===== src/tick_offset_slew_controller_unit_macros.svh =====
// ---------------------------------------------------------------------------
// tick offset slew controller assertion macros
// short forms for the clocked checks of the top level
// ---------------------------------------------------------------------------
`ifndef TICK_OFFSET_SLEW_CONTROLLER_UNIT_MACROS_SVH
`define TICK_OFFSET_SLEW_CONTROLLER_UNIT_MACROS_SVH

// same-cycle implication, checked out of reset
`define TOSC_ASSERT_IMP(lbl, ante, cons, msg) \
  lbl: assert property (@(posedge clk_i) disable iff (!rst_ni) (ante) |-> (cons)) \
    else $error(msg);

// next-cycle implication, checked out of reset
`define TOSC_ASSERT_NXT(lbl, ante, cons, msg) \
  lbl: assert property (@(posedge clk_i) disable iff (!rst_ni) (ante) |=> (cons)) \
    else $error(msg);

`endif


===== src/tosc_pkg.sv =====
// ---------------------------------------------------------------------------
// tosc_pkg
// types, codes and constants shared by the slew controller modules
// ---------------------------------------------------------------------------
`default_nettype none

package tosc_pkg;

  // input beat: one observation
  typedef struct packed {
    logic [23:0] rtt_sample;
    logic [63:0] client_tick;
    logic [63:0] server_tick;
  } tosc_in_t;

  // output beat: slew factor and target lead
  typedef struct packed {
    logic [16:0] slew_factor;
    logic [31:0] target_offset;
  } tosc_out_t;

  // configuration register indexes
  localparam logic [2:0] CFG_TICK_RATE     = 3'd0;
  localparam logic [2:0] CFG_MARGIN_TICKS  = 3'd1;
  localparam logic [2:0] CFG_SLEW_GAIN     = 3'd2;
  localparam logic [2:0] CFG_MAX_SLEW      = 3'd3;
  localparam logic [2:0] CFG_FEEDBACK_TRIM = 3'd4;

  // sequencer state codes
  localparam logic [3:0] ST_IDLE     = 4'd0;
  localparam logic [3:0] ST_JIT_MUL  = 4'd1;
  localparam logic [3:0] ST_JIT_UPD  = 4'd2;
  localparam logic [3:0] ST_RTT_MUL  = 4'd3;
  localparam logic [3:0] ST_RTT_UPD  = 4'd4;
  localparam logic [3:0] ST_TGT_MUL  = 4'd5;
  localparam logic [3:0] ST_TGT_ADD  = 4'd6;
  localparam logic [3:0] ST_ERR      = 4'd7;
  localparam logic [3:0] ST_SLEW_MUL = 4'd8;
  localparam logic [3:0] ST_SLEW     = 4'd9;

  // smoothing weight 0.1 in Q0.16
  localparam logic [15:0] EMA_WEIGHT = 16'd6554;

  // step strobes from the sequencer to the datapath
  typedef struct packed {
    logic accept;
    logic jit_mul;
    logic jit_upd;
    logic rtt_mul;
    logic rtt_upd;
    logic tgt_mul;
    logic tgt_add;
    logic err_calc;
    logic slew_mul;
    logic slew_done;
  } tosc_ctrl_t;

endpackage

`default_nettype wire


===== src/tosc_mul.sv =====
// ---------------------------------------------------------------------------
// tosc_mul
// shared unsigned 32x16 multiplier with registered product
// ---------------------------------------------------------------------------
`default_nettype none

module tosc_mul (
  input  wire logic        clk_i,
  input  wire logic        en_i,
  input  wire logic [31:0] a_i,
  input  wire logic [15:0] b_i,
  output logic      [47:0] p_o
);

  logic [47:0] prod_q;
  logic [47:0] prod_d;

  assign prod_d = 48'(a_i) * 48'(b_i);

  always_ff @(posedge clk_i) begin
    if (en_i) begin
      prod_q <= prod_d;
    end
  end

  assign p_o = prod_q;

endmodule

`default_nettype wire


===== src/tosc_seq.sv =====
// ---------------------------------------------------------------------------
// tosc_seq
// step sequencer for one observation through the shared multiplier
// ---------------------------------------------------------------------------
`default_nettype none

module tosc_seq (
  input  wire logic                clk_i,
  input  wire logic                rst_ni,
  input  wire logic                in_valid_i,
  input  wire logic                seeded_i,
  input  wire logic                out_free_i,
  output logic                     busy_o,
  output tosc_pkg::tosc_ctrl_t     ctrl_o
);

  import tosc_pkg::*;

  logic [3:0] state_q;
  logic [3:0] state_d;

  always_comb begin
    state_d = state_q;
    unique case (state_q)
      ST_IDLE: begin
        if (in_valid_i) begin
          state_d = ST_JIT_MUL;
        end
      end
      // first observation only seeds, straight on to the target
      ST_JIT_MUL:  state_d = seeded_i ? ST_JIT_UPD : ST_TGT_MUL;
      ST_JIT_UPD:  state_d = ST_RTT_MUL;
      ST_RTT_MUL:  state_d = ST_RTT_UPD;
      ST_RTT_UPD:  state_d = ST_TGT_MUL;
      ST_TGT_MUL:  state_d = ST_TGT_ADD;
      ST_TGT_ADD:  state_d = ST_ERR;
      ST_ERR:      state_d = ST_SLEW_MUL;
      ST_SLEW_MUL: state_d = ST_SLEW;
      ST_SLEW: begin
        if (out_free_i) begin
          state_d = ST_IDLE;
        end
      end
      default:     state_d = ST_IDLE;
    endcase
  end

  always_ff @(posedge clk_i or negedge rst_ni) begin
    if (!rst_ni) begin
      state_q <= ST_IDLE;
    end else begin
      state_q <= state_d;
    end
  end

  assign busy_o = (state_q != ST_IDLE);

  always_comb begin
    ctrl_o           = '0;
    ctrl_o.accept    = (state_q == ST_IDLE) && in_valid_i;
    ctrl_o.jit_mul   = (state_q == ST_JIT_MUL);
    ctrl_o.jit_upd   = (state_q == ST_JIT_UPD);
    ctrl_o.rtt_mul   = (state_q == ST_RTT_MUL);
    ctrl_o.rtt_upd   = (state_q == ST_RTT_UPD);
    ctrl_o.tgt_mul   = (state_q == ST_TGT_MUL);
    ctrl_o.tgt_add   = (state_q == ST_TGT_ADD);
    ctrl_o.err_calc  = (state_q == ST_ERR);
    ctrl_o.slew_mul  = (state_q == ST_SLEW_MUL);
    ctrl_o.slew_done = (state_q == ST_SLEW) && out_free_i;
  end

endmodule

`default_nettype wire


===== src/tick_offset_slew_controller_unit.sv =====
// ---------------------------------------------------------------------------
// tick offset slew controller
// smooths rtt and jitter, forms a target tick lead and a clamped slew factor
// ---------------------------------------------------------------------------
//
//  channel  dir  handshake              payload
//  -------  ---  ---------------------  ----------------------------------
//  in       in   in_valid_i/in_stall_o  tosc_in_t  rtt, client/server tick
//  out      out  out_valid_o/out_stall_i tosc_out_t slew factor, target
//  cfg      in   cfg_we_i               cfg_idx_i, cfg_wdata_i
//
//  an observation runs from the beat through the jitter, rtt, target, error
//  and slew steps (the first, which only seeds, skips the jitter and rtt
//  updates); a seeded one makes four passes through the one shared 32x16
//  multiplier, each a multiply step, then a use of the registered product
//  in_stall_o is high while the sequencer works; a finished result sits in
//  the output register, so a stalled output only holds the last step
//  reset clears the estimates, the seeded flag and loads the register defaults
// ---------------------------------------------------------------------------
`default_nettype none

module tick_offset_slew_controller_unit (
  input  wire logic                 clk_i,
  input  wire logic                 rst_ni,
  // observation channel
  input  wire logic                 in_valid_i,
  output logic                      in_stall_o,
  input  wire tosc_pkg::tosc_in_t   in_data_i,
  // result channel
  output logic                      out_valid_o,
  input  wire logic                 out_stall_i,
  output tosc_pkg::tosc_out_t       out_data_o,
  // configuration writes
  input  wire logic                 cfg_we_i,
  input  wire logic [2:0]           cfg_idx_i,
  input  wire logic [15:0]          cfg_wdata_i
);

  import tosc_pkg::*;

  // rounding shift by 16 of a product magnitude, ties away from zero
  function automatic logic [32:0] rnd16(input logic [47:0] p);
    logic [48:0] s;
    begin
      s = 49'(p) + 49'd32768;
      return s[48:16];
    end
  endfunction

  // apply a signed rounded step to a 24-bit estimate, clamped to its range
  function automatic logic [23:0] ema_apply(input logic [23:0] old, input logic neg,
                                            input logic [32:0] r);
    logic signed [34:0] v;
    begin
      if (neg) begin
        v = $signed({11'b0, old}) - $signed({2'b0, r});
      end else begin
        v = $signed({11'b0, old}) + $signed({2'b0, r});
      end
      if (v < 0) begin
        return '0;
      end else if (v > 35'sd16777215) begin
        return 24'hFFFFFF;
      end else begin
        return v[23:0];
      end
    end
  endfunction

  // configuration registers
  logic [10:0] tick_rate_q;
  logic [15:0] margin_q;
  logic [15:0] gain_q;
  logic [15:0] max_slew_q;
  logic [15:0] trim_q;

  // estimator state
  logic [23:0] srtt_q;
  logic [23:0] sjit_q;
  logic        seeded_q;

  // captured observation and intermediates
  logic [23:0]        rtt_q;
  logic [63:0]        cli_q;
  logic [63:0]        srv_q;
  logic [63:0]        diff_q;
  logic signed [34:0] off_q;
  logic [31:0]        tgt_q;
  logic               neg_q;
  logic [31:0]        err_mag_q;

  // output register
  logic      out_valid_q;
  tosc_out_t out_data_q;

  tosc_ctrl_t  ctrl;
  logic        busy;
  logic        out_free;

  // shared multiplier
  logic        mul_en;
  logic [31:0] mul_a;
  logic [15:0] mul_b;
  logic [47:0] prod;

  // combinational helpers
  logic        rtt_neg;
  logic [23:0] rtt_mag;
  logic        jit_neg;
  logic [23:0] jit_mag;
  logic [24:0] est_sum;
  logic [32:0] prod_rnd;

  logic signed [34:0] off_d;
  logic signed [39:0] tgt_sum;
  logic [31:0]        tgt_d;
  logic signed [52:0] err_s;
  logic [52:0]        err_abs;
  logic [31:0]        err_mag_d;
  logic signed [34:0] slew_s;
  logic signed [34:0] slew_lo;
  logic signed [34:0] slew_hi;
  logic [16:0]        slew_d;

  assign out_free = !out_valid_q || !out_stall_i;

  tosc_seq u_seq (
    .clk_i      (clk_i),
    .rst_ni     (rst_ni),
    .in_valid_i (in_valid_i),
    .seeded_i   (seeded_q),
    .out_free_i (out_free),
    .busy_o     (busy),
    .ctrl_o     (ctrl)
  );

  assign in_stall_o = busy;

  // sample versus smoothed rtt; its magnitude is also the jitter sample
  assign rtt_neg = rtt_q < srtt_q;
  assign rtt_mag = rtt_neg ? (srtt_q - rtt_q) : (rtt_q - srtt_q);
  assign jit_neg = rtt_mag < sjit_q;
  assign jit_mag = jit_neg ? (sjit_q - rtt_mag) : (rtt_mag - sjit_q);
  assign est_sum = {1'b0, srtt_q} + {1'b0, sjit_q};

  // operand select for the shared multiplier
  always_comb begin
    mul_en = 1'b0;
    mul_a  = '0;
    mul_b  = '0;
    if (ctrl.jit_mul) begin
      mul_en = 1'b1;
      mul_a  = {8'b0, jit_mag};
      mul_b  = EMA_WEIGHT;
    end else if (ctrl.rtt_mul) begin
      mul_en = 1'b1;
      mul_a  = {8'b0, rtt_mag};
      mul_b  = EMA_WEIGHT;
    end else if (ctrl.tgt_mul) begin
      mul_en = 1'b1;
      mul_a  = {7'b0, est_sum};
      mul_b  = {5'b0, tick_rate_q};
    end else if (ctrl.slew_mul) begin
      mul_en = 1'b1;
      mul_a  = err_mag_q;
      mul_b  = gain_q;
    end
  end

  tosc_mul u_mul (
    .clk_i (clk_i),
    .en_i  (mul_en),
    .a_i   (mul_a),
    .b_i   (mul_b),
    .p_o   (prod)
  );

  assign prod_rnd = rnd16(prod);

  // tick difference read as signed, clamped to +-2^33
  always_comb begin
    if ($signed(diff_q) > 64'sd8589934592) begin
      off_d = 35'sd8589934592;
    end else if ($signed(diff_q) < -64'sd8589934592) begin
      off_d = -35'sd8589934592;
    end else begin
      off_d = $signed(diff_q[34:0]);
    end
  end

  // target lead: product plus margin minus trim, floored and saturated
  assign tgt_sum = $signed({3'b0, prod[36:0]}) + $signed({16'b0, margin_q, 8'b0})
                 - $signed({{16{trim_q[15]}}, trim_q, 8'b0});

  always_comb begin
    if (tgt_sum < 0) begin
      tgt_d = '0;
    end else if (tgt_sum > 40'sh00FFFFFFFF) begin
      tgt_d = 32'hFFFFFFFF;
    end else begin
      tgt_d = tgt_sum[31:0];
    end
  end

  // offset error; magnitudes past 32 bits drive any nonzero gain to the clamp,
  // so saturating there gives the same slew as the wider limit
  assign err_s   = $signed({21'b0, tgt_q}) - $signed({{2{off_q[34]}}, off_q, 16'b0});
  assign err_abs = err_s[52] ? 53'(-err_s) : 53'(err_s);
  assign err_mag_d = (|err_abs[52:32]) ? 32'hFFFFFFFF : err_abs[31:0];

  // slew factor around one, clamped to one plus or minus max slew
  assign slew_lo = 35'sd65536 - $signed({19'b0, max_slew_q});
  assign slew_hi = 35'sd65536 + $signed({19'b0, max_slew_q});

  always_comb begin
    if (neg_q) begin
      slew_s = 35'sd65536 - $signed({2'b0, prod_rnd});
    end else begin
      slew_s = 35'sd65536 + $signed({2'b0, prod_rnd});
    end
    if (slew_s < slew_lo) begin
      slew_d = slew_lo[16:0];
    end else if (slew_s > slew_hi) begin
      slew_d = slew_hi[16:0];
    end else begin
      slew_d = slew_s[16:0];
    end
  end

  // configuration registers
  always_ff @(posedge clk_i or negedge rst_ni) begin
    if (!rst_ni) begin
      tick_rate_q <= 11'd60;
      margin_q    <= 16'd512;
      gain_q      <= 16'd3277;
      max_slew_q  <= 16'd3277;
      trim_q      <= 16'd0;
    end else if (cfg_we_i) begin
      unique case (cfg_idx_i)
        CFG_TICK_RATE:     tick_rate_q <= cfg_wdata_i[10:0];
        CFG_MARGIN_TICKS:  margin_q    <= cfg_wdata_i;
        CFG_SLEW_GAIN:     gain_q      <= cfg_wdata_i;
        CFG_MAX_SLEW:      max_slew_q  <= cfg_wdata_i;
        CFG_FEEDBACK_TRIM: trim_q      <= cfg_wdata_i;
        default: ;
      endcase
    end
  end

  // estimator state
  always_ff @(posedge clk_i or negedge rst_ni) begin
    if (!rst_ni) begin
      srtt_q   <= '0;
      sjit_q   <= '0;
      seeded_q <= 1'b0;
    end else begin
      if (ctrl.jit_mul && !seeded_q) begin
        // first observation seeds rtt, jitter starts at zero
        srtt_q   <= rtt_q;
        sjit_q   <= '0;
        seeded_q <= 1'b1;
      end
      if (ctrl.jit_upd) begin
        sjit_q <= ema_apply(sjit_q, neg_q, prod_rnd);
      end
      if (ctrl.rtt_upd) begin
        srtt_q <= ema_apply(srtt_q, neg_q, prod_rnd);
      end
    end
  end

  // datapath registers
  always_ff @(posedge clk_i) begin
    if (ctrl.accept) begin
      rtt_q <= in_data_i.rtt_sample;
      cli_q <= in_data_i.client_tick;
      srv_q <= in_data_i.server_tick;
    end
    if (ctrl.jit_mul) begin
      diff_q <= cli_q - srv_q;
      neg_q  <= jit_neg;
    end
    if (ctrl.rtt_mul) begin
      neg_q <= rtt_neg;
    end
    if (ctrl.tgt_mul) begin
      off_q <= off_d;
    end
    if (ctrl.tgt_add) begin
      tgt_q <= tgt_d;
    end
    if (ctrl.err_calc) begin
      err_mag_q <= err_mag_d;
      neg_q     <= err_s[52];
    end
  end

  // output register
  always_ff @(posedge clk_i or negedge rst_ni) begin
    if (!rst_ni) begin
      out_valid_q <= 1'b0;
    end else if (ctrl.slew_done) begin
      out_valid_q <= 1'b1;
    end else if (!out_stall_i) begin
      out_valid_q <= 1'b0;
    end
  end

  always_ff @(posedge clk_i) begin
    if (ctrl.slew_done) begin
      out_data_q.slew_factor   <= slew_d;
      out_data_q.target_offset <= tgt_q;
    end
  end

  assign out_valid_o = out_valid_q;
  assign out_data_o  = out_data_q;

  `include "tick_offset_slew_controller_unit_macros.svh"

  // an accepted beat starts the sequencer at once
  `TOSC_ASSERT_NXT(a_busy_after_beat, in_valid_i && !in_stall_o, in_stall_o, "not busy after beat")
  // estimates only move while an observation is in work
  `TOSC_ASSERT_NXT(a_est_hold_idle, !in_stall_o, $stable(srtt_q) && $stable(sjit_q), "estimate moved while idle")
  // no result can exist before the estimator was seeded
  `TOSC_ASSERT_IMP(a_out_after_seed, out_valid_o, seeded_q, "result before seed")

endmodule

`default_nettype wire

===== config.mk =====
export PLATFORM = sky130hd
export DESIGN_NAME = tick_offset_slew_controller_unit
export DESIGN_NICKNAME = d
export VERILOG_FILES = /design/src/tosc_pkg.sv /design/src/tosc_mul.sv /design/src/tosc_seq.sv /design/src/tick_offset_slew_controller_unit.sv
export VERILOG_INCLUDE_DIRS = /design/src /design/src/src
export SDC_FILE = /design/constraint.sdc
export NUM_CORES = 2
export LEC_CHECK = 0
export BUFFER_PORTS_ARGS = -buffer_cell sky130_fd_sc_hd__buf_4
export CAP_MARGIN = 20
export CORE_MARGIN = 5
export CORE_UTILIZATION = 35
export DETAILED_ROUTE_END_ITERATION = 8
export PLACE_DENSITY = 0.56
export SETUP_SLACK_MARGIN = 0.05
export SLEW_MARGIN = 10
export SYNTH_ARGS = -nofsm -noshare
export SYNTH_HDL_FRONTEND = slang
export SYNTH_SLANG_ARGS = --single-unit

===== constraint.sdc =====
create_clock -name clk_i -period 14.1 [get_ports clk_i]
set_input_delay 0.705 -clock clk_i [delete_from_list [all_inputs] [get_ports clk_i]]
set_output_delay 0.705 -clock clk_i [all_outputs]
set_load 0.02 [all_outputs]

After elaboration in Yosys (flattened, before gate mapping)
Index checks and enable logic that the tools add are counted.
Operators by class
  add/subtract/negate cells: 19
  $mul: 1
  magnitude comparators: 12
  equal/unequal tests: 16
  multiplexer cells: 41
  reductions and logical operators: 21
Operators with widths (count)
  24-bit 2-to-1 mux: 10
  35-bit 2-to-1 mux: 6
  32-bit 2-to-1 mux: 5
  24-bit subtractor: 4
  35-bit by 25-bit > comparator with 1-bit output, second input constant: 2
  35-bit by 1-bit less-than comparator with 1-bit output, second input constant: 2
  24-bit by 33-bit adder with 34-bit output: 2
  24-bit by 33-bit subtractor with 34-bit output: 2
  64-bit by 35-bit > comparator with 1-bit output, second input constant: 1
  64-bit by 34-bit less-than comparator with 1-bit output, second input constant: 1
  16-bit 2-to-1 mux: 4
  64-bit subtractor: 1
  53-bit 2-to-1 mux: 1
  52-bit negator with 53-bit output: 1
  33-bit by 51-bit subtractor with 52-bit output: 1
  48-bit by 16-bit adder with 49-bit output, second input constant: 1
  24-bit less-than comparator: 2
  32-bit by 16-bit multiplier with 48-bit output: 1
  40-bit by 33-bit > comparator with 1-bit output, second input constant: 1
  40-bit by 1-bit less-than comparator with 1-bit output, second input constant: 1
  4-bit case mux with 10 select lines: 1
  39-bit by 24-bit subtractor with 40-bit output: 1
  37-bit by 24-bit adder with 38-bit output: 1
  35-bit by 19-bit > comparator with 1-bit output: 1
  30 further kinds: 57
Storage, ports and cells
  flip-flop bits (word level): 542
  bits of input ports: 176
  output and inout bits: 51

Depth between registers and ports, before layout
  word-level depth: 8
  gate-level depth with buffers: 59
  mapped depth without buffers: 55

By module
From an unflattened synthesis, not the netlist that was laid out.
Second synthesis, totals
  cell total of the unflattened synthesis: 6722
  area total of the unflattened synthesis: 60490.5 um^2
Modules (own cells, without submodules)
  tick_offset_slew_controller_unit: instances 1, cells each 4710, area each 42309.3 um^2, seq. area each 14112.3 um^2
  tosc_mul: instances 1, cells each 1971, area each 17874.6 um^2, seq. area each 1441.4 um^2
  tosc_seq: instances 1, cells each 41, area each 306.5 um^2, seq. area each 100.1 um^2

Worst setup path before layout
Ideal clock, no wire load.
  path kind: register -> register
  start: register srtt_q[1]
  end: register u_mul.prod_q[45] (netlist: u_mul.p_o[45]) (data pin)
  library setup time: 0.258 ns
  data arrival time: 12.801 ns
  required time: 13.842 ns
  slack: 1.041 ns
  stages on the path, launching flop included: 52
  path buffers: 3
  clock period less this slack: 13.059 ns
  cell sequence: dfrtp_1 -> inv_1 -> fa_1 -> a21o_1 -> a21o_1 -> a2111oi_0 -> o21ai_0 -> a221oi_1 -> o211ai_1 -> nand2_1 -> buf_2 -> buf_2 -> mux2i_1 -> xnor2_1 -> ha_1 -> nor2b_1 -> o21a_1 -> o21ai_0 -> (+16 left out) -> inv_1 -> fa_1 -> inv_1 -> fa_1 -> inv_1 -> ha_1 -> a21o_1 -> a21o_1 -> a21oi_1 -> a2bb2oi_1 -> a21oi_1 -> nor3_1 -> a31oi_1 -> a211oi_1 -> o31ai_1 -> a21o_1 -> a21oi_1 -> xnor2_1
On the way
  longest elaborated chain between the ends: 6
  elaborated cells between the ends (all ways): 13
  classes of those cells: add/sub (5); mul (1); order compare (2); mux (5)
Ends and longest elaborated chain
  start: declaration: RTL line tick_offset_slew_controller_unit.sv:78  | logic [23:0] srtt_q;
  start signal: assignment: RTL line tick_offset_slew_controller_unit.sv:259  | srtt_q <= rtt_q;
  start signal: assignment: RTL line tick_offset_slew_controller_unit.sv:267  | srtt_q <= ema_apply(srtt_q, neg_q, prod_rnd);
  24-bit subtractor or 24-bit less-than comparator (tied branches): RTL line tick_offset_slew_controller_unit.sv:141, tick_offset_slew_controller_unit.sv:140
  24-bit 2-to-1 mux: RTL line tick_offset_slew_controller_unit.sv:141  | assign rtt_mag = rtt_neg ? (srtt_q - rtt_q) : (rtt_q - srtt_q);
  24-bit subtractor or 24-bit less-than comparator (tied branches): RTL line tick_offset_slew_controller_unit.sv:143, tick_offset_slew_controller_unit.sv:142
  24-bit 2-to-1 mux: RTL line tick_offset_slew_controller_unit.sv:143  | assign jit_mag = jit_neg ? (sjit_q - rtt_mag) : (rtt_mag - sjit_q);
  32-bit 2-to-1 mux *: RTL line tick_offset_slew_controller_unit.sv:151  | if (ctrl.jit_mul) begin
  32-bit by 16-bit multiplier with 48-bit output *: RTL line tosc_mul.sv:18  | assign prod_d = 48'(a_i) * 48'(b_i);
  net u_mul.prod_d[45]: RTL line tosc_mul.sv:16  | logic [47:0] prod_d;
  end signal: assignment: RTL line tosc_mul.sv:22  | prod_q <= prod_d;
  end: declaration: RTL line tosc_mul.sv:15  | logic [47:0] prod_q;
Mark *: on every way through the listed nets, which the timed path passes. The rest lies on a longest branch.
A chain may end at the register's enable or synchronous reset.

Final worst setup path
  start: register rtt_q[0]
  end: register u_mul.prod_q[45] (netlist: u_mul.p_o[45]) (data pin)
On the way
  longest elaborated chain between the ends: 6
  elaborated cells between the ends (all ways): 11
  classes of those cells: add/sub (4); mul (1); order compare (2); mux (4)
Ends and longest elaborated chain
  start: declaration: RTL line tick_offset_slew_controller_unit.sv:83  | logic [23:0] rtt_q;
  start signal: assignment: RTL line tick_offset_slew_controller_unit.sv:275  | rtt_q <= in_data_i.rtt_sample;
  24-bit subtractor or 24-bit less-than comparator (tied branches): RTL line tick_offset_slew_controller_unit.sv:141, tick_offset_slew_controller_unit.sv:140
  24-bit 2-to-1 mux *: RTL line tick_offset_slew_controller_unit.sv:141
  24-bit subtractor or 24-bit less-than comparator (tied branches): RTL line tick_offset_slew_controller_unit.sv:143, tick_offset_slew_controller_unit.sv:142
  24-bit 2-to-1 mux: RTL line tick_offset_slew_controller_unit.sv:143
  32-bit 2-to-1 mux *: RTL line tick_offset_slew_controller_unit.sv:151
  32-bit by 16-bit multiplier with 48-bit output *: RTL line tosc_mul.sv:18
  net u_mul.prod_d[45]: RTL line tosc_mul.sv:16
Marks and branches as above.

==> metrics.yaml <==
timing:
  finalMaxSlewViolations: 0
  hold_viol: 0
  slew_headroom: 0.261
  fin_skew_ns: 0.0375
  worst_pin_slew_ns: 1.10
  post-route-period-util: 0.946
  fin_crit_ns: 13.34
  fmax_mhz: 75.0
  setup-tns-final_ns: 0
  rsz0062_at_grt: "false"
  setup_viol: 0
routing:
  vias: 49869
  drc: 0
  vias_per_cell: 5.52
  antenna_left: 0
  first_iter_violations: 4105
  dr.pass1.iters: 6
  wl_um: 206000
  wl_per_cell_um: 22.8
yosys:
  synth_area_mm2: 0.0589
  syn_area_per_cell_um2: 9.00
  ys_ff_latch: 542
  synth_area_leaders: "edfxtp_1 21%, fa_1 15%, ha_1 11%"
  synth_edf_count: 413
  synth_top_area_cell: "edfxtp_1"
  synth_flop_cell: "edfxtp_1"
  synth_fp_nets: 7647
  yosysWarnings: 0
  synthCells: 6539
  synth_async_sr_flop_share: 0.238
  synthDistinctLibCells: 99
  synth_top_area_share: 0.211
  yosysSeqAreaShare: 0.266
die:
  rows: 150
  die_h_um: 420
  pin_count: 227
  start_util: 0.352
  core-area_mm2: 0.167
  dieArea_mm2: 0.176
  die_w_um: 420
setup_path:
  r2r-start: "rtt_q[0]"
  r2r_cells: 52
  r2r_slack_ns: 0.76
  path_common_cell: "fa_1"
  path_max_fanout: 30
  cp_slowest_stage_delay_ns: 0.62
  crit_arrival_ns: 13.76
  reg2reg_to: "u_mul.p_o[45]"
  path_delay_family: "compound AO/OA/AOI/OAI gates"
  crit_type: "reg -> reg"
  cp-start-kind: "register"
  cp_num_buf_inv: 9
  end_kind: "register"
  slowest_stage: "a2111oi_1"
  critical_path_required_ns: 14.52
clocking:
  path_clk_slew_ns: 0.07
  cts_made_buffers: 66
  post_cts_buffers: 0
  clockBufferDepth: 3
  htree_levels: 3
  numClockSinks: 542
  hold_buffers: 0
  cts_tree: "built"
  clk_latency_ns: 0.67
  root_buffer: "clkbuf_16"
finish:
  areaGrowthSynthToFinish_pct: 12.6
  drive_gt1_frac: 0.104
  nFillCells: 16717
  final_nets: 7887
  register_area_mm2: 0.0157
  multi_input_area_mm2: 0.0393
grt:
  grt_util_all_layers: 0.230
  grt_pass1_vias: 50087
  grt_pass1_wl_um: 311000
  antenna_found_initial: 2
  overflow: 0
  grt_max_degree: 118
place:
  port_buffers: 226
  globalplace.congestion: 0.964
  post-dp-hpwl_um: 166000
job:
  maxCapViolations: 0
run_status:
  status: "finished clean"
min_path:
  hold_path.class: "in -> async"
[worst register-to-register path, delay by kind of cell (launching register included)]
family                   cells  cell delay [ns]
AO/OA/AOI/OAI               24             5.43
AND/OR/NAND/NOR              5             0.81
XOR/XNOR                     2             0.29
flip-flops                   1             0.41
adder cells (fa/ha/maj)     10             4.47
multiplexers                 2             0.62
buffers and inverters        9             1.08
[layout by cell type, fill, tap and decap left out, types with 36 or more instances in the layout]
| cell type | n |
|---|---|
| o21bai_1 | 54 |
| a21o_1 | 180 |
| ha_1 | 501 |
| inv_1 | 820 |
| nor2_1 | 490 |
| nand4_1 | 93 |
| and3_1 | 58 |
| nor3_1 | 106 |
| mux2_2 | 70 |
| nand2_1 | 563 |
| nor4_1 | 42 |
| edfxtp_1 | 413 |
| or3_1 | 49 |
| buf_4 | 409 |
| nor2b_1 | 82 |
| nand3_1 | 115 |
| o21ai_0 | 284 |
| dfrtp_1 | 110 |
| mux2i_1 | 36 |
| a211oi_1 | 53 |
| clkbuf_16 | 67 |
| o21a_1 | 64 |
| nand2b_1 | 79 |
| xnor2_1 | 279 |
| and2_1 | 112 |
| a21oi_1 | 456 |
| a31oi_1 | 71 |
| fa_1 | 431 |
| xor2_1 | 119 |
[layer usage]
layer | up-vias | wire length, um | global-route usage
li1 | 23164 | - | -
met1 | 24629 | 87000 | 0.298
met2 | 1715 | 96400 | 0.384
met3 | 361 | 12600 | 0.0362
met4 | 0 | 10100 | 0.0943
met5 | - | 0 | 0
[cells by family (layout without fill, tap and decap cells)]
| family | count (synthesis) | count (layout) | share of synthesized area |
|---|---|---|---|
| AND/OR/NAND/NOR | 1923 | 1923 | 0.160 |
| AO/OA/AOI/OAI | 1563 | 1563 | 0.172 |
| buffers and inverters | 1072 | 1364 | 0.0691 |
| adder cells (fa/ha/maj) | 932 | 932 | 0.253 |
| flip-flops | 542 | 542 | 0.266 |
| XOR/XNOR | 401 | 401 | 0.0599 |
| multiplexers | 106 | 106 | 0.0195 |
| other | 0 | 4 | 0 |
[worst max-delay path by stage]
stage / start / to / depth (start not counted)
final: rtt_q[0] / u_mul.p_o[45] / 52
after floorplan: srtt_q[1] / u_mul.p_o[45] / 51
after detailed placement: srtt_q[0] / u_mul.p_o[45] / 51
after CTS: rtt_q[0] / u_mul.p_o[45] / 52
after global placement: rtt_q[0] / u_mul.p_o[45] / 56
after global routing: rtt_q[0] / u_mul.p_o[46] / 54
[synthesized netlist by cell type (27+ instances only)]
cell type  instances
edfxtp_1         413
nor3_1           109
nand4_1           93
a21o_1           180
and2_1           112
o21a_1            64
nor2b_1           82
fa_1             431
and3_1            59
o21bai_1          55
clkbuf_1         214
nor2_1           492
xor2_1           119
nand2b_1          79
o31ai_1           28
ha_1             501
inv_1            822
nand3_1          115
a31oi_1           71
or3_1             50
mux2i_1           36
o21ai_0          288
or2_2             27
nand2_1          563
nor4_1            42
mux2_2            70
xnor2_1          280
dfrtp_1          110
a21oi_1          458
a211oi_1          53
[repair_timing]
action | CTS | global route
gates resized for setup | 0 | 10
hold endpoints to repair | 0 | 0
setup endpoints to repair | 0 | 25
[per-stage QoR]
step | area, um^2 | setup WS [ns] | hold WS, ns | instances | utilization
CTS | 66200 | 0.231 | 0.0836 | 9034 | 0.396
detailed placement | 64000 | 0.287 | 0.493 | 8914 | 0.383
floorplan | 58900 | 1.04 | 0.409 | 6539 | -
global placement | 64000 | 0.409 | 0.468 | 8913 | 0.383
finish | 66300 | 0.762 | 0.0625 | 9039 | 0.396
global route | 66300 | 0.0628 | 0.105 | 9035 | 0.396
[sequential cells by signal, summed over array words and instances, names as in the netlist, 24 cells and up]
register    flops
sjit_q         24
err_mag_q      32
tgt_q          32
diff_q         64
out_data_o     49
cli_q          64
u_mul.p_o      48
srtt_q         24
off_q          35
srv_q          64
rtt_q          24
[layout make-up]
class | count | share of cell area
Multi-Input combinational cell | 4925 | 0.593
Sequential cell | 542 | 0.236
Inverter | 825 | 0.0468
Tap cell | 2204 | 0.0416
Clock buffer | 80 | 0.0263
Timing Repair Buffer | 419 | 0.0492
Antenna cell | 4 | 0.000151
Clock inverter | 40 | 0.00714
Power is not shown: default switching activity piles up to over one toggle a cycle in this logic, so the estimate is an artifact.
